File: src/hdl/two_class_partitioned_lru_defines.svh
// Assertion macros for the two-class partitioned LRU block.
`ifndef TWO_CLASS_PARTITIONED_LRU_DEFINES_SVH
`define TWO_CLASS_PARTITIONED_LRU_DEFINES_SVH
`ifndef SYNTH
`define TPL_ASSERT_IMP(label, clk, rstn, a, c) \
  label: assert property (@(posedge clk) disable iff (!rstn) (a) |-> (c)) \
    else $error("assertion failed");
`define TPL_ASSERT_NXT(label, clk, rstn, a, c) \
  label: assert property (@(posedge clk) disable iff (!rstn) (a) |=> (c)) \
    else $error("assertion failed");
`else
`define TPL_ASSERT_IMP(label, clk, rstn, a, c)
`define TPL_ASSERT_NXT(label, clk, rstn, a, c)
`endif
`endif

File: src/hdl/tpl_pkg.sv
// ----------------------------------------------------------------------------
// tpl_pkg
// Shared types and codes of the two-class partitioned LRU block.
// ----------------------------------------------------------------------------
`timescale 1ns / 1ps
package tpl_pkg;
  localparam logic [1:0] CMD_INSERT = 2'd0;
  localparam logic [1:0] CMD_TOUCH  = 2'd1;
  localparam logic [1:0] CMD_ERASE  = 2'd2;
  localparam logic [1:0] CLS_IMP    = 2'd0;
  localparam logic [1:0] CLS_OTHER  = 2'd1;

  // Datapath operation selected by the controller for one step.
  localparam logic [2:0] OP_NONE    = 3'd0;
  localparam logic [2:0] OP_LATCH   = 3'd1;
  localparam logic [2:0] OP_RDLINK  = 3'd2;
  localparam logic [2:0] OP_UNLINK  = 3'd3;
  localparam logic [2:0] OP_APPEND  = 3'd4;
  localparam logic [2:0] OP_VICTIM  = 3'd5;
  localparam logic [2:0] OP_DONE    = 3'd6;

  typedef struct packed {
    logic [2:0] op;
  } tpl_cmd_t;

  typedef struct packed {
    logic valid_item;
    logic is_member;
    logic is_erase;
    logic erase_hit;
    logic is_insert;
    logic evict_go;
  } tpl_stat_t;
endpackage

File: src/hdl/tpl_ctrl.sv
// ----------------------------------------------------------------------------
// tpl_ctrl
// Sequencer that steps the datapath through the relink of one item.
// ----------------------------------------------------------------------------
`timescale 1ns / 1ps
`include "two_class_partitioned_lru_defines.svh"
module tpl_ctrl import tpl_pkg::*; (
  input  logic      clk,
  input  logic      rst_n,
  input  logic      start,
  output logic      busy,
  input  tpl_stat_t stat,
  output tpl_cmd_t  cmd
);
  localparam logic [2:0] S_IDLE = 3'd0;
  localparam logic [2:0] S_DEC  = 3'd1;
  localparam logic [2:0] S_UNL  = 3'd2;
  localparam logic [2:0] S_APP  = 3'd3;
  localparam logic [2:0] S_VRD  = 3'd4;
  localparam logic [2:0] S_VUNL = 3'd5;
  localparam logic [2:0] S_DONE = 3'd6;
  localparam logic [2:0] S_URD  = 3'd7;

  logic [2:0] state_r, state_nxt;

  // Next state and the operation for this step.
  always_comb begin
    state_nxt = state_r;
    cmd.op = OP_NONE;
    unique case (state_r)
      S_IDLE: begin
        if (start) begin
          cmd.op = OP_LATCH;
          state_nxt = S_DEC;
        end
      end
      S_DEC: begin
        if (!stat.valid_item) begin
          state_nxt = S_DONE;
        end else if (stat.is_erase) begin
          if (stat.erase_hit) begin
            cmd.op = OP_RDLINK;
            state_nxt = S_URD;
          end else begin
            state_nxt = S_DONE;
          end
        end else if (stat.is_member) begin
          cmd.op = OP_RDLINK;
          state_nxt = S_UNL;
        end else begin
          state_nxt = S_APP;
        end
      end
      S_URD: begin
        cmd.op = OP_UNLINK;
        state_nxt = S_DONE;
      end
      S_UNL: begin
        cmd.op = OP_UNLINK;
        state_nxt = S_APP;
      end
      S_APP: begin
        cmd.op = OP_APPEND;
        state_nxt = stat.is_insert ? S_VRD : S_DONE;
      end
      S_VRD: begin
        if (stat.evict_go) begin
          cmd.op = OP_VICTIM;
          state_nxt = S_VUNL;
        end else begin
          state_nxt = S_DONE;
        end
      end
      S_VUNL: begin
        cmd.op = OP_UNLINK;
        state_nxt = S_DONE;
      end
      S_DONE: begin
        cmd.op = OP_DONE;
        state_nxt = S_IDLE;
      end
      default: state_nxt = S_IDLE;
    endcase
  end

  // State register.
  always_ff @(posedge clk) begin
    if (!rst_n) begin
      state_r <= S_IDLE;
    end else begin
      state_r <= state_nxt;
    end
  end

  assign busy = (state_r != S_IDLE);

  `TPL_ASSERT_NXT(a_start_busy, clk, rst_n, start && !busy, busy)
  `TPL_ASSERT_NXT(a_done_idle, clk, rst_n, state_r == S_DONE, !busy)
  `TPL_ASSERT_IMP(a_victim_ins, clk, rst_n, state_r == S_VUNL, $past(stat.is_insert))
endmodule

File: config.mk
export PLATFORM = sky130hd
export DESIGN_NAME = tpl_ctrl
export DESIGN_NICKNAME = d
export VERILOG_FILES = /design/src/hdl/tpl_pkg.sv /design/src/hdl/tpl_ctrl.sv
export VERILOG_INCLUDE_DIRS = /design/src /design/src/hdl
export SDC_FILE = /design/constraint.sdc
export NUM_CORES = 1
export LEC_CHECK = 0
export ABC_CLOCK_PERIOD_IN_PS = 1100
export BUFFER_PORTS_ARGS = -buffer_cell sky130_fd_sc_hd__buf_2
export CAP_MARGIN = 25
export CORE_AREA = 2 2 39 41
export DETAILED_ROUTE_END_ITERATION = 8
export DIE_AREA = 0 0 41 43
export SETUP_SLACK_MARGIN = 0.1
export SLEW_MARGIN = 20
export SYNTH_ARGS = -nofsm -noshare
export SYNTH_HDL_FRONTEND = slang
export SYNTH_SLANG_ARGS = --single-unit
File: constraint.sdc
create_clock -name clk -period 1.1 [get_ports clk]
set_input_delay 0.11 -clock clk [delete_from_list [all_inputs] [get_ports clk]]
set_output_delay 0.11 -clock clk [all_outputs]
set_load 0.1 [all_outputs]
== Yosys cells after proc, flatten, opt, wreduce, memory -nomap -nowiden ==
Cells that the tools add are included.
Cells by class
  equality and inequality tests: 8
  muxes and demuxes: 15
  reduce and logical (&&, ||, !) cells: 4
Operator list (count)
  $pmux 3 s7: 1
  $mux 3: 6
  $pmux 3 s6: 1
  $eq 3x3->1 const B: 4
  $mux 2: 4
  $eq 3x2->1 const B: 2
  $eq 3x1->1 const B: 1
  $logic_not 3->1: 1
  $mux 1: 3
  $reduce_bool 3->1: 1
  $reduce_or 3->1: 1
  $ne 2x2->1 const B: 1
  $reduce_or 2->1: 1
Word-level totals
  register bits after elaboration: 3
  bits of input ports: 9
  output and inout port bits: 4
  logic and storage cells: 28

== Logic depth before layout (Yosys ltp) ==
  depth after elaboration: 4
  gate-level depth with buffers: 4

== Worst setup path before layout ==
OpenSTA, ideal clock, no wires.
  kind: reg-to-output
  start point: register state_r[1]
  end point: output port cmd[0] (netlist bit)
  arrival time: 2052 ps
  slack: -1062 ps
  stages on the path, launching flop included: 5
  path through: dfxtp_1 -> buf_6 -> nor2b_1 -> nor2_1 -> a21oi_1
RTL lines
  from (decl): line tpl_ctrl.sv:24  | logic [2:0] state_r, state_nxt;
  from (signal assigned): line tpl_ctrl.sv:91  | state_r <= state_nxt;
  to (decl): line tpl_ctrl.sv:13  | output tpl_cmd_t cmd

== Worst setup path after layout ==
  start point: register state_r[0]
  end point: output port busy
Between the ends
  word-level cells in the longest chain between the ends: 1
Ends and longest elaborated chain
  $reduce_bool 3->1: line tpl_ctrl.sv:95  | assign busy = (state_r != S_IDLE);
  to (decl): line tpl_ctrl.sv:11  | output logic busy,
Every way passes these cells.

==> results.sh <==
export IMPL_area_growth_syn_to_layout_pct=119
export IMPL_port_buffers=12
export IMPL_irDropWorstVdd_mv=0.994
export IMPL_start_util_pct=17.9
export IMPL_grt_pass1_wl_um=1380
export IMPL_synth_top_flop_cell="dfxtp_1"
export IMPL_track_usage_pct=11.7
export IMPL_met1_usage_pct=12.2
export IMPL_netlist_area_um2=248
export IMPL_cts_root_buf="clkbuf_4"
export IMPL_clock_latency_ns=0.23
export IMPL_grt_pass1_vias=326
export IMPL_grt_met2_usage_pct=19.4
export IMPL_fin_nets=65
export IMPL_detailed_place_hpwl_um=554
export IMPL_grt_max_degree=8
export IMPL_grt_use_met3_pct=4.19
export IMPL_drc_errors=0
export IMPL_timing_final_ws_setup_ns=-0.245
export IMPL_largestRegisters="state_r (3)"
export IMPL_overflow=0
export IMPL_p_leak_uw=0.000226
export IMPL_synth_distinct_cells=21
export IMPL_dieArea_mm2=0.00176
export IMPL_io_pins=13
export IMPL_diodes=0
export IMPL_placed_cell_area_um2=453
export IMPL_h_tree_depth=1
export IMPL_worstSetupEndpointType="primary output"
export IMPL_wl_per_cell_um=10.9
export IMPL_yosysTopAreaCellShare_pct=24.2
export IMPL_path_clk_slew_ns=0.03
export IMPL_setup_viol=5
export IMPL_holdBufCountCts=0
export IMPL_floorplan_core_area_mm2=0.00138
export IMPL_violations="setup timing"
export IMPL_max_slew_margin_pct=79.5
export IMPL_power_density_mw_per_mm2=2300
export IMPL_crit_path_max_fanout=4
export IMPL_synthCells=33
export IMPL_fill_cells=141
export IMPL_die_h_um=43
export IMPL_die_w_um=41
export IMPL_synth_edf_count=0
export IMPL_switching_share_pct=49.6
export IMPL_vias=318
export IMPL_synth_seq_cells=3
export IMPL_drt_iter0_markers=1
export IMPL_stdcell_area_um2=543
export IMPL_synth_area_leader_cell="dfxtp_1"
export IMPL_combPwrFrac_pct=71.3
export IMPL_status="complete, but fails checks"
export IMPL_gr_max_usage_layer="met2"
export IMPL_final_hold_viol_count=0
export IMPL_cts_tree="done"
export IMPL_synth_async_sr_flop_share_pct=0
export IMPL_max_freq_mhz=744
export IMPL_layout_min_cycle_time_ns=1.34
export IMPL_regMostFlops="state_r"
export IMPL_viasPerCell=4.48
export IMPL_arrival_ns=1.23
export IMPL_power_frac_clock_pct=15.1
export IMPL_period_share_pct=122
export IMPL_ys_seq_area_share_pct=24.2
export IMPL_gp_congestion=0.703
export IMPL_drv_slew=0
export IMPL_ctsLongestPathBuffers=2
export IMPL_syn_nets=42
export IMPL_clock_skew_ns=0.00279
export IMPL_num_rows=14
export IMPL_yosys_top_cells_area="dfxtp_1, a21oi_1, inv_1, nor2_1, o22ai_1"
export IMPL_rsz0062_at_grt="true"
export IMPL_tns_ns=-1.00
export IMPL_largest_reg_flops=3
export IMPL_place_ws_ns=-0.222
export IMPL_yosysWarnings=0
export IMPL_switching_power_uw=619
export IMPL_startpoint_type="flip-flop"
export IMPL_max_cap_violations=0
export IMPL_path_class="flip-flop to primary output"
export IMPL_worstPathRequired_ns=0.99
export IMPL_worst_slew_pin_slew_ns=0.308
export IMPL_syn_area_per_cell_um2=7.51
export IMPL_seqPwrFrac_pct=13.6
export IMPL_cts_sinks=3
export IMPL_utilization_pct=39.2
export IMPL_drive_gt1_share_pct=74.5
export IMPL_routed_wirelength_um=773
export IMPL_hold_class="input pin to flip-flop"
export IMPL_antenna_found_initial=0
export IMPL_ant_nets=0
export IMPL_total_power_uw=1250
export IMPL_cts_buffers_inserted=3
export IMPL_drtPass1Iterations=2
export IMPL_internal_power_uw=629
synth_stat cells (2+ instances only):
library cell and instances:
dfxtp_1 3, inv_1 4, nor2_1 4, o22ai_1 2, a21oi_1 3, o21ai_0 2
kinds of logic (layout without fill, tap and decap cells):
logic type / count (synthesis) / in the layout / share of synthesized area [%]
AND/OR/NAND/NOR: 11 / 11 / 25.8
flip-flops: 3 / 3 / 24.2
buffers and inverters: 5 / 27 / 10.6
AO/OA/AOI/OAI: 13 / 13 / 34.8
multiplexers: 1 / 1 / 4.55
per-layer routing:
layer / wire, um / vias to the layer above
met5: 0 / -
met1: 280 / 152
met2: 451 / 5
li1: - / 161
met4: 0 / 0
met3: 41 / 0
layout make-up:
| type | instances | area [um2] | area share, % |
|---|---|---|---|
| Sequential cell | 3 | 66.3 | 12.2 |
| Tap cell | 16 | 20.0 | 3.69 |
| Timing Repair Buffer | 19 | 175 | 32.3 |
| Inverter | 4 | 15.0 | 2.76 |
| Multi-Input combinational cell | 25 | 240 | 44.2 |
| Clock buffer | 4 | 26.3 | 4.84 |
through the flow:
stage               hold WS (ns)  cells
floorplan                  0.221     33
global placement           0.367     65
detailed placement         0.367     65
CTS                        0.112     71
global route               0.134     71
finish                     0.135     71
power groups by stage:
| stage | Sequential (uW) | Clock [uW] | Combinational [uW] |
|---|---|---|---|
| after floorplan | 161 | 0 | 559 |
| after global placement | 161 | 0 | 786 |
| after detailed placement | 161 | 0 | 787 |
| after CTS | 167 | 202 | 858 |
| after global routing | 173 | 212 | 934 |
| final | 170 | 188 | 890 |
path summary, 6_finish.rpt:
check,from,end,slack [ns],cells after the start
max,state_r[0],busy,-0.24,3
min,rst_n,state_r[0],0.13,3
max reg2reg,state_r[0],state_r[0],-0.16,5
min reg2reg,state_r[0],state_r[0],0.67,3
placed cells by master (no fill, tap or decap), types with 2 or more instances in the layout:
master	Yosys	routed
a21oi_4	0	2
buf_12	0	3
buf_2	0	8
buf_4	0	4
buf_6	1	4
clkbuf_4	0	3
dfxtp_2	0	2
inv_1	4	2
inv_2	0	2
nor2_1	4	2
o21ai_2	1	2
timing repair:
action | CTS | global route
setup buffers | 2 | 0
endpoints found under the setup margin | 7 | 7
resized for setup | 10 | 5
cloned | 0 | 0
pin swaps | 2 | 3
worst max-delay path, cell delays in order, from the launching register on:
cell,delay [ns]
dfxtp_2,0.32
buf_6,0.12
or3_4,0.38
buf_12,0.18
(Power assumes the default switching activity.)
